===== src/sv/tfve_pkg.sv =====
// ----------------------------------------------------------------------------
// tfve_pkg
// Shared types, codes and constants of the flick velocity estimator.
// ----------------------------------------------------------------------------
package tfve_pkg;

  localparam int unsigned HISTORY_DEPTH = 8;
  localparam int unsigned WINDOW        = 5;

  localparam int unsigned POS_W   = 16;
  localparam int unsigned TIME_W  = 32;
  localparam int unsigned GAIN_W  = 11;
  localparam int unsigned SPEED_W = 16;
  localparam int unsigned PROP_W  = 10;
  localparam int unsigned VEL_W   = 17;
  localparam int unsigned OP_W    = 2;

  localparam int unsigned CFG_IDX_W  = 2;
  localparam int unsigned CFG_DATA_W = 16;

  localparam int unsigned IN_DATA_W  = 80;
  localparam int unsigned OUT_DATA_W = 40;

  // |d| * 1000 stays below 2^26
  localparam int unsigned DIV_W  = 26;
  // |elapsed| stays below 2^33
  localparam int unsigned ELAP_W = 34;
  localparam int unsigned MS_PER_S = 1000;
  localparam int unsigned GAIN_FRAC_W = 8;

  localparam logic [CFG_IDX_W-1:0] CFG_FLICK_THRESHOLD = 2'd0;
  localparam logic [CFG_IDX_W-1:0] CFG_FLICK_MAX_SPEED = 2'd1;
  localparam logic [CFG_IDX_W-1:0] CFG_PROPAGATION_MS  = 2'd2;

  localparam logic [SPEED_W-1:0] THRESHOLD_RST = 16'd500;
  localparam logic [SPEED_W-1:0] MAX_SPEED_RST = 16'd9000;
  localparam logic [PROP_W-1:0]  PROP_RST      = 10'd0;

  typedef enum logic [OP_W-1:0] {
    OP_TOUCH_DOWN   = 2'd0,
    OP_TOUCH_MOVE   = 2'd1,
    OP_SECOND_DOWN  = 2'd2,
    OP_FLICK        = 2'd3
  } op_e;

  typedef enum logic [2:0] {
    ST_IDLE,
    ST_RD_NEW,
    ST_RD_OLD,
    ST_DIFF,
    ST_PREP,
    ST_DIV,
    ST_MUL,
    ST_OUT
  } state_e;

endpackage


===== src/sv/tfve_ram.sv =====
// ----------------------------------------------------------------------------
// tfve_ram
// Generic single-write, single-read RAM with registered read data.
// ----------------------------------------------------------------------------
module tfve_ram #(
  parameter int unsigned Width = 64,
  parameter int unsigned Depth = 8
) (
  input  logic                     clk_i,
  input  logic                     we_i,
  input  logic [$clog2(Depth)-1:0] waddr_i,
  input  logic [Width-1:0]         wdata_i,
  input  logic [$clog2(Depth)-1:0] raddr_i,
  output logic [Width-1:0]         rdata_o
);

  logic [Width-1:0] mem_q [Depth];
  logic [Width-1:0] rdata_q;

  always_ff @(posedge clk_i) begin
    if (we_i) begin
      mem_q[waddr_i] <= wdata_i;
    end
    rdata_q <= mem_q[raddr_i];
  end

  assign rdata_o = rdata_q;

endmodule


===== src/sv/touch_flick_velocity_estimator.sv =====
// ----------------------------------------------------------------------------
// touch_flick_velocity_estimator
// Records touch samples in a ring and estimates flick velocity on request.
// ----------------------------------------------------------------------------
// Touch down, move and second-finger-down transactions are handled in ST_IDLE.
// A flick request that finds recording on and at least two samples occupies
// the block after acceptance: two ring reads (ST_RD_NEW, ST_RD_OLD), the
// set-up states ST_DIFF and ST_PREP, the bit-serial restoring divider (one
// quotient bit per cycle for both axes), the serial gain multiply (one gain
// bit per cycle) and the shaping state ST_OUT; any other flick request leaves
// the block in ST_IDLE. The ring sits in a RAM with one read port, so the two
// samples are fetched in turn. A result waits in the output register while
// new samples are accepted; a following flick waits in ST_OUT until that
// register is free. Configuration is written through cfg_we_i, cfg_idx_i, cfg_data_i.
// ----------------------------------------------------------------------------
module touch_flick_velocity_estimator #(
  parameter int unsigned HistoryDepth = tfve_pkg::HISTORY_DEPTH,
  parameter int unsigned Window       = tfve_pkg::WINDOW
) (
  input  logic                                 clk_i,
  input  logic                                 rst_ni,
  input  logic                                 s_axis_tvalid,
  output logic                                 s_axis_tready,
  // pos_x [15:0], pos_y [31:16], time_ms [63:32], gain [74:64], zero pad
  input  logic [tfve_pkg::IN_DATA_W-1:0]       s_axis_tdata,
  // operation [1:0]
  input  logic [tfve_pkg::OP_W-1:0]            s_axis_tuser,
  output logic                                 m_axis_tvalid,
  input  logic                                 m_axis_tready,
  // velocity_x [16:0], velocity_y [33:17], zero pad
  output logic [tfve_pkg::OUT_DATA_W-1:0]      m_axis_tdata,
  input  logic                                 cfg_we_i,
  input  logic [tfve_pkg::CFG_IDX_W-1:0]       cfg_idx_i,
  input  logic [tfve_pkg::CFG_DATA_W-1:0]      cfg_data_i
);

  localparam int unsigned IdxW  = $clog2(HistoryDepth);
  localparam int unsigned CntW  = $clog2(HistoryDepth + 1);
  localparam int unsigned WrapW = IdxW + 1;
  localparam int unsigned Span  = (Window < HistoryDepth) ? Window : HistoryDepth;
  localparam int unsigned RamW  = 2 * tfve_pkg::POS_W + tfve_pkg::TIME_W;
  localparam int unsigned DivW  = tfve_pkg::DIV_W;
  localparam int unsigned ElapW = tfve_pkg::ELAP_W;
  localparam int unsigned DsrW  = ElapW - 1;
  localparam int unsigned GainW = tfve_pkg::GAIN_W;
  localparam int unsigned AccW  = DivW + GainW;
  localparam int unsigned MagW  = AccW - tfve_pkg::GAIN_FRAC_W;
  localparam int unsigned PosW  = tfve_pkg::POS_W;
  localparam int unsigned DiffW = PosW + 1;
  localparam int unsigned TimeW = tfve_pkg::TIME_W;
  localparam int unsigned SpdW  = tfve_pkg::SPEED_W;
  localparam int unsigned VelW  = tfve_pkg::VEL_W;
  localparam int unsigned IterW = $clog2(DivW);

  localparam logic [IdxW-1:0]  LastSlot = IdxW'(HistoryDepth - 1);
  localparam logic [CntW-1:0]  DepthCnt = CntW'(HistoryDepth);
  localparam logic [CntW-1:0]  SpanCnt  = CntW'(Span);
  localparam logic [CntW-1:0]  OneCnt   = CntW'(1);

  tfve_pkg::state_e state_q, state_d;
  tfve_pkg::op_e    op;

  logic                 recording_q;
  logic [IdxW-1:0]      newest_q;
  logic [CntW-1:0]      count_q;
  logic [SpdW-1:0]      thr_q, max_q;
  logic [tfve_pkg::PROP_W-1:0] prop_q;

  logic [TimeW-1:0]     time_q;
  logic [GainW-1:0]     gain_q;
  logic [PosW-1:0]      newx_q, newy_q;
  logic [DiffW-1:0]     dx_q, dy_q;
  logic [ElapW-1:0]     e_q;
  logic [DivW-1:0]      numx_q, numy_q;
  logic [DsrW-1:0]      remx_q, remy_q, dsr_q;
  logic                 negx_q, negy_q, ezero_q, dxnz_q, dynz_q;
  logic [AccW-1:0]      accx_q, accy_q;
  logic [GainW-1:0]     gsh_q;
  logic [IterW-1:0]     iter_q;
  logic                 m_valid_q;
  logic [VelW-1:0]      velx_q, vely_q;

  logic                 s_accept, store, out_load, result_present;
  logic [IdxW-1:0]      next_slot, older, raddr, waddr;
  logic [CntW-1:0]      back;
  logic [WrapW-1:0]     wrap_sum;
  logic [RamW-1:0]      rdata;
  logic [PosW-1:0]      in_x, in_y;
  logic [TimeW-1:0]     in_t;
  logic [GainW-1:0]     in_gain;

  assign in_x    = s_axis_tdata[PosW-1:0];
  assign in_y    = s_axis_tdata[2*PosW-1:PosW];
  assign in_t    = s_axis_tdata[RamW-1:2*PosW];
  assign in_gain = s_axis_tdata[RamW+GainW-1:RamW];
  assign op      = tfve_pkg::op_e'(s_axis_tuser);

  assign s_axis_tready = (state_q == tfve_pkg::ST_IDLE);
  assign s_accept      = s_axis_tvalid && s_axis_tready;
  assign store = s_accept && ((op == tfve_pkg::OP_TOUCH_DOWN) ||
                              (op == tfve_pkg::OP_TOUCH_MOVE && recording_q));

  assign next_slot = (newest_q == LastSlot) ? '0 : newest_q + IdxW'(1);
  assign waddr     = (op == tfve_pkg::OP_TOUCH_DOWN) ? '0 : next_slot;

  assign back     = ((count_q < SpanCnt) ? count_q : SpanCnt) - OneCnt;
  assign wrap_sum = {1'b0, newest_q} + WrapW'(HistoryDepth) - WrapW'(back);
  assign older    = ({1'b0, newest_q} >= WrapW'(back))
                  ? IdxW'({1'b0, newest_q} - WrapW'(back)) : wrap_sum[IdxW-1:0];
  assign raddr    = (state_q == tfve_pkg::ST_RD_NEW) ? newest_q : older;

  tfve_ram #(
    .Width (RamW),
    .Depth (HistoryDepth)
  ) u_ring (
    .clk_i   (clk_i),
    .we_i    (store),
    .waddr_i (waddr),
    .wdata_i (s_axis_tdata[RamW-1:0]),
    .raddr_i (raddr),
    .rdata_o (rdata)
  );

  // Difference and elapsed time against the older sample
  logic [PosW-1:0]  oldx, oldy;
  logic [TimeW-1:0] oldt;
  logic [ElapW-1:0] e_raw, e_alt;
  logic [DiffW-1:0] dx_d, dy_d;

  assign oldx  = rdata[PosW-1:0];
  assign oldy  = rdata[2*PosW-1:PosW];
  assign oldt  = rdata[RamW-1:2*PosW];
  assign dx_d  = {newx_q[PosW-1], newx_q} - {oldx[PosW-1], oldx};
  assign dy_d  = {newy_q[PosW-1], newy_q} - {oldy[PosW-1], oldy};
  assign e_alt = ElapW'(time_q) - ElapW'(oldt);
  assign e_raw = e_alt - ElapW'(prop_q);

  // Magnitudes for the divider
  logic [DiffW-1:0] magdx, magdy;
  logic [ElapW-1:0] mage;

  assign magdx = dx_q[DiffW-1] ? (~dx_q + DiffW'(1)) : dx_q;
  assign magdy = dy_q[DiffW-1] ? (~dy_q + DiffW'(1)) : dy_q;
  assign mage  = e_q[ElapW-1] ? (~e_q + ElapW'(1)) : e_q;

  // One restoring step per axis
  logic [DsrW:0]   shx, shy;
  logic [DsrW+1:0] trx, try_;
  logic            qbx, qby;

  assign shx  = {remx_q, numx_q[DivW-1]};
  assign shy  = {remy_q, numy_q[DivW-1]};
  assign trx  = {1'b0, shx} - {2'b0, dsr_q};
  assign try_ = {1'b0, shy} - {2'b0, dsr_q};
  assign qbx  = !trx[DsrW+1];
  assign qby  = !try_[DsrW+1];

  // Shaping of the scaled speed
  logic [MagW-1:0] gx, gy;
  logic [SpdW-1:0] sx, sy;
  logic            gain_nz;

  assign gx      = accx_q[AccW-1:tfve_pkg::GAIN_FRAC_W];
  assign gy      = accy_q[AccW-1:tfve_pkg::GAIN_FRAC_W];
  assign gain_nz = (gain_q != '0);

  always_comb begin
    if (ezero_q) begin
      sx = (dxnz_q && gain_nz) ? max_q : '0;
      sy = (dynz_q && gain_nz) ? max_q : '0;
      result_present = gain_nz && (dxnz_q || dynz_q);
    end else begin
      sx = (gx < MagW'(thr_q)) ? '0 : ((gx > MagW'(max_q)) ? max_q : gx[SpdW-1:0]);
      sy = (gy < MagW'(thr_q)) ? '0 : ((gy > MagW'(max_q)) ? max_q : gy[SpdW-1:0]);
      result_present = (gx != '0) || (gy != '0);
    end
  end

  assign out_load = (state_q == tfve_pkg::ST_OUT) && result_present &&
                    (!m_valid_q || m_axis_tready);

  always_comb begin
    state_d = state_q;
    case (state_q)
      tfve_pkg::ST_IDLE: begin
        if (s_accept && op == tfve_pkg::OP_FLICK && recording_q && count_q > OneCnt) begin
          state_d = tfve_pkg::ST_RD_NEW;
        end
      end
      tfve_pkg::ST_RD_NEW: state_d = tfve_pkg::ST_RD_OLD;
      tfve_pkg::ST_RD_OLD: state_d = tfve_pkg::ST_DIFF;
      tfve_pkg::ST_DIFF:   state_d = tfve_pkg::ST_PREP;
      tfve_pkg::ST_PREP:   state_d = tfve_pkg::ST_DIV;
      tfve_pkg::ST_DIV: begin
        if (iter_q == IterW'(DivW - 1)) begin
          state_d = tfve_pkg::ST_MUL;
        end
      end
      tfve_pkg::ST_MUL: begin
        if (iter_q == IterW'(GainW - 1)) begin
          state_d = tfve_pkg::ST_OUT;
        end
      end
      tfve_pkg::ST_OUT: begin
        if (!result_present || out_load) begin
          state_d = tfve_pkg::ST_IDLE;
        end
      end
      default: state_d = tfve_pkg::ST_IDLE;
    endcase
  end

  always_ff @(posedge clk_i or negedge rst_ni) begin
    if (!rst_ni) begin
      state_q <= tfve_pkg::ST_IDLE;
    end else begin
      state_q <= state_d;
    end
  end

  always_ff @(posedge clk_i or negedge rst_ni) begin
    if (!rst_ni) begin
      recording_q <= 1'b0;
      newest_q    <= LastSlot;
      count_q     <= '0;
      thr_q       <= tfve_pkg::THRESHOLD_RST;
      max_q       <= tfve_pkg::MAX_SPEED_RST;
      prop_q      <= tfve_pkg::PROP_RST;
      iter_q      <= '0;
      m_valid_q   <= 1'b0;
    end else begin
      if (cfg_we_i) begin
        case (cfg_idx_i)
          tfve_pkg::CFG_FLICK_THRESHOLD: thr_q  <= cfg_data_i;
          tfve_pkg::CFG_FLICK_MAX_SPEED: max_q  <= cfg_data_i;
          tfve_pkg::CFG_PROPAGATION_MS:  prop_q <= cfg_data_i[tfve_pkg::PROP_W-1:0];
          default: ;
        endcase
      end
      if (s_accept) begin
        case (op)
          tfve_pkg::OP_TOUCH_DOWN: begin
            recording_q <= 1'b1;
            newest_q    <= '0;
            count_q     <= OneCnt;
          end
          tfve_pkg::OP_TOUCH_MOVE: begin
            if (recording_q) begin
              newest_q <= next_slot;
              if (count_q < DepthCnt) begin
                count_q <= count_q + OneCnt;
              end
            end
          end
          tfve_pkg::OP_SECOND_DOWN: recording_q <= 1'b0;
          tfve_pkg::OP_FLICK:       recording_q <= 1'b0;
          default: ;
        endcase
      end
      if (state_q == tfve_pkg::ST_PREP ||
          (state_q == tfve_pkg::ST_DIV && iter_q == IterW'(DivW - 1))) begin
        iter_q <= '0;
      end else if (state_q == tfve_pkg::ST_DIV || state_q == tfve_pkg::ST_MUL) begin
        iter_q <= iter_q + IterW'(1);
      end
      if (out_load) begin
        m_valid_q <= 1'b1;
      end else if (m_axis_tready) begin
        m_valid_q <= 1'b0;
      end
    end
  end

  always_ff @(posedge clk_i) begin
    case (state_q)
      tfve_pkg::ST_IDLE: begin
        time_q <= in_t;
        gain_q <= in_gain;
      end
      tfve_pkg::ST_RD_OLD: begin
        newx_q <= rdata[PosW-1:0];
        newy_q <= rdata[2*PosW-1:PosW];
      end
      tfve_pkg::ST_DIFF: begin
        dx_q <= dx_d;
        dy_q <= dy_d;
        e_q  <= e_raw[ElapW-1] ? e_alt : e_raw;
      end
      tfve_pkg::ST_PREP: begin
        numx_q  <= DivW'(magdx) * DivW'(tfve_pkg::MS_PER_S);
        numy_q  <= DivW'(magdy) * DivW'(tfve_pkg::MS_PER_S);
        dsr_q   <= mage[DsrW-1:0];
        remx_q  <= '0;
        remy_q  <= '0;
        negx_q  <= dx_q[DiffW-1] ^ e_q[ElapW-1];
        negy_q  <= dy_q[DiffW-1] ^ e_q[ElapW-1];
        ezero_q <= (e_q == '0);
        dxnz_q  <= (dx_q != '0);
        dynz_q  <= (dy_q != '0);
      end
      tfve_pkg::ST_DIV: begin
        remx_q <= qbx ? trx[DsrW-1:0] : shx[DsrW-1:0];
        remy_q <= qby ? try_[DsrW-1:0] : shy[DsrW-1:0];
        numx_q <= {numx_q[DivW-2:0], qbx};
        numy_q <= {numy_q[DivW-2:0], qby};
        accx_q <= '0;
        accy_q <= '0;
        gsh_q  <= gain_q;
      end
      tfve_pkg::ST_MUL: begin
        accx_q <= {accx_q[AccW-2:0], 1'b0} + (gsh_q[GainW-1] ? AccW'(numx_q) : '0);
        accy_q <= {accy_q[AccW-2:0], 1'b0} + (gsh_q[GainW-1] ? AccW'(numy_q) : '0);
        gsh_q  <= {gsh_q[GainW-2:0], 1'b0};
      end
      tfve_pkg::ST_OUT: begin
        if (out_load) begin
          velx_q <= negx_q ? (~{1'b0, sx} + VelW'(1)) : {1'b0, sx};
          vely_q <= negy_q ? (~{1'b0, sy} + VelW'(1)) : {1'b0, sy};
        end
      end
      default: ;
    endcase
  end

  assign m_axis_tvalid = m_valid_q;
  assign m_axis_tdata  = {(tfve_pkg::OUT_DATA_W - 2 * VelW)'(0), vely_q, velx_q};

  a_count_bound : assert property (@(posedge clk_i) disable iff (!rst_ni)
    count_q <= DepthCnt)
    else $error("sample count beyond ring depth");

  a_down_starts : assert property (@(posedge clk_i) disable iff (!rst_ni)
    s_accept && op == tfve_pkg::OP_TOUCH_DOWN |=> recording_q && count_q == OneCnt)
    else $error("touch down did not restart recording");

  a_idle_flick : assert property (@(posedge clk_i) disable iff (!rst_ni)
    s_accept && op == tfve_pkg::OP_FLICK && !recording_q |=> state_q == tfve_pkg::ST_IDLE)
    else $error("flick started while not recording");

  a_div_iter : assert property (@(posedge clk_i) disable iff (!rst_ni)
    state_q == tfve_pkg::ST_DIV |-> iter_q <= IterW'(DivW - 1))
    else $error("divider step count overran");

endmodule

===== config.mk =====
export PLATFORM = sky130hd
export DESIGN_NAME = touch_flick_velocity_estimator
export DESIGN_NICKNAME = d
export VERILOG_FILES = /design/src/sv/tfve_pkg.sv /design/src/sv/tfve_ram.sv /design/src/sv/touch_flick_velocity_estimator.sv
export SDC_FILE = /design/constraint.sdc
export NUM_CORES = 2
export LEC_CHECK = 0
export BUFFER_PORTS_ARGS = -buffer_cell sky130_fd_sc_hd__buf_4
export CORE_ASPECT_RATIO = 0.75
export CORE_UTILIZATION = 35
export DETAILED_ROUTE_END_ITERATION = 6
export PLACE_DENSITY = 0.62
export SLEW_MARGIN = 20
export SYNTH_ARGS = -nofsm -noshare
export SYNTH_HDL_FRONTEND = slang
export SYNTH_HIERARCHICAL = 1
export SYNTH_SLANG_ARGS = --single-unit

===== constraint.sdc =====
create_clock -name clk_i -period 9.47 [get_ports clk_i]
set_input_delay 0.947 -clock clk_i [delete_from_list [all_inputs] [get_ports clk_i]]
set_output_delay 0.947 -clock clk_i [all_outputs]
set_load 0.02 [all_outputs]

==> reports/summary.txt <==
post-synthesis cell area -> 58100 um2
post-DP HPWL -> 90800 um
EDFF count, synth -> 930
CTS Root Cell -> clkbuf_16
layout cells sized above 1 -> 13.3%
Hold Path Class -> in -> async
die area -> 168000 um2
DR top layer -> met5
CTS H-tree depth -> 3
Resize count post-CTS -> 0
IO Port Bufs -> 135
sequential area share after synthesis -> 52.9%
Placed Area -> 61800 um2
worst slew pin tran -> 1100 ps
largest net degree at the start of global routing -> 129
maximum root-to-sink buffer count -> 3
Routed wire per std cell -> 18.3 um
metal3 WL -> 7710 um
Synth Register Bits -> 1053
FF-to-FF path depth -> 18
CP Max Fanout -> 9
R2R setup slack -> 2390 ps
Avg Inst Size Synth -> 12.5 um2
Post CTS Setup Buffer Count -> 0
final RePlAce weighted congestion -> 0.859
die width -> 472 um
# clock sinks -> 1053
Cell variety after synth -> 99
gr ovfl total -> 0
initial core utilization -> 35.2%
initial drt markers -> 2720
Final Slew Violations -> 0
fin area -> 65400 um2
Final Setup Violations -> 0
Via density -> 5.08
hold_buf cts -> 0
final hold viol count -> 0
Setup Skew -> 33.5 ps
critical path type -> reg -> reg
CP Launch Type -> flip-flop
WHS -> 297 ps
NumNets Final -> 5372
total CTS buffers -> 103
Total Wirelength -> 130000 um
status -> complete, but fails checks
Worst setup EP type -> flip-flop
initial antenna violation count -> 11
setup tns final -> 0 ps
met1 WL -> 62700 um
area added between synthesis and finish -> 12.7%
via count -> 36146
Tot GR Track Use -> 15.4%
number of I/O pins -> 147
remaining antenna violation count -> 0
Remaining DRCs -> 4
Die H -> 355 um
RSZ-0062 raised after global routing -> false
Arrival @ worst endpoint -> 7530 ps
site row count -> 129
yosys warns -> 6
TritonRoute pass-1 iters -> 7
share of synthesized flip-flops with an asynchronous set or reset -> 5.60%
clk slew on worst S/H paths -> 60 ps
Final Cycle Share -> 74.8%
Final min period -> 7080 ps
Max Freq -> 141 MHz
max_cap viols -> 0
Reg-to-Reg Start -> dx_q[0]
Core Footprint -> 165000 um2
clk_lat worst skew -> 740 ps
slew margin rel. -> 26.7%
failing checks -> DRC
RR Endpoint -> numx_q[25]
CTS tree -> done
cells after synthesis -> 4635
ys flop type -> edfxtp_1
routed wl met2 -> 57100 um
Worst Path Required -> 9920 ps
number of global-route vias before repair -> 35274
first-pass GRT wire length -> 203000 um
==> through the flow <==
stage	setup WS (ps)	utilization [%]	cells
6_report	2390	39.7	7114
5_1_grt	1780	39.7	7113
4_1_cts	2340	39.7	7110
3_5_place_dp	2420	37.5	6916
3_3_place_gp	2480	37.5	6916
2_1_floorplan	1120	-	4640
==> routing by layer <==
metal  GRT usage (%)  vias up
li1                -    17407
met1            22.4    17822
met2            23.3      744
met3            3.36      165
met4            3.35        8
met5               0        -
==> cell type report <==
type                            count  area (um2)
Antenna cell                        3        7.51
Clock inverter                     49         728
Fill cell                       15490       99400
Multi-Input combinational cell   3058       25400
Timing Repair Buffer              175        1350
Tap cell                         2227        2790
Sequential cell                  1053       30700
Clock buffer                      145        2910
Inverter                          404        1520
==> state kept, by name, indices dropped and copies added (netlist names), 17 cells and up <==
name	count
u_ring/mem_q	512
vely_q	17
accx_q	37
time_q	32
numy_q	26
dx_q	17
e_q	34
dy_q	17
accy_q	37
numx_q	26
u_ring/rdata_o	64
remy_q	33
remx_q	33
velx_q	17
dsr_q	33
==> critical path: stages (launching register included) <==
cell and delay (ps):
edfxtp_1 520, or3_1 470, o31ai_1 250, xor2_1 770, xnor2_1 330, fa_1 630
fa_1 440, fa_1 510, inv_1 40, ha_1 230, a2111oi_0 840, o211ai_1 270
nand2_1 150, o21ai_0 180, o31a_1 310, or4_1 410, a31oi_1 230, xnor2_1 140
a21oi_1 80
==> cell usage after synthesis (all sizes together), types with 27 or more instances <==
master	number	area share [%]
mux2	103	2.0
nor4	27	0.31
edfxtp	930	48
xnor2	181	2.7
mux4	128	5.0
nand2	285	1.8
fa	111	3.8
nand2b	49	0.53
or3	38	0.41
a21oi	205	1.8
dfxtp	64	2.2
o31ai	29	0.40
a31oi	29	0.32
o211ai	27	0.35
nor2	297	1.9
inv	403	2.6
nor3	84	0.74
a21o	99	1.3
a22oi	29	0.37
and3	38	0.41
o21a	49	0.63
ha	361	7.8
mux2i	56	0.97
and2	77	0.83
o21ai	199	1.7
dfrtp	45	1.9
xor2	134	2.0
nand3	87	0.76
nand4	27	0.29
clkbuf	79	0.51
nor2b	42	0.45
buf	46	0.56
a211oi	29	0.38
==> cells in the final DEF (no fill, tap or decap), drive strengths merged, types with 84 or more instances in the layout <==
cell / Yosys / final
mux2: 103 / 103
ha: 361 / 361
o21ai: 199 / 199
nand2: 285 / 285
clkbuf: 79 / 145
a21o: 99 / 99
nand3: 87 / 87
edfxtp: 930 / 930
inv: 403 / 407
nor3: 84 / 84
xnor2: 181 / 181
fa: 111 / 111
mux4: 128 / 128
nor2: 297 / 297
a21oi: 205 / 205
buf: 46 / 175
xor2: 134 / 134
==> cell families after synthesis <==
kind of cell,after synthesis,share of synthesized area [%]
xor+xnor,315,4.75
mux,287,7.97
flops,1053,52.9
buf+inv,529,3.68
simple gates,1121,9.44
other cells,1,0.00646
compound gates,855,9.65
fa+ha+maj,474,11.6
==> worst max-delay path by stage <==
stage / startpoint / end / slack (ps) / depth (start not counted)
after floorplan: state_q[1] / u_ring/mem_q[2][0] / 1120 / 8
after global placement: dx_q[0] / numx_q[25] / 2480 / 18
after detailed placement: dx_q[0] / numx_q[25] / 2420 / 18
after CTS: dx_q[0] / numx_q[25] / 2340 / 18
after global routing: dx_q[0] / numx_q[25] / 1780 / 21
final: dx_q[0] / numx_q[25] / 2390 / 18
Power is left out: the tool's default activity adds up to more than one toggle a clock period on the data nets, which glitch-free logic cannot reach.
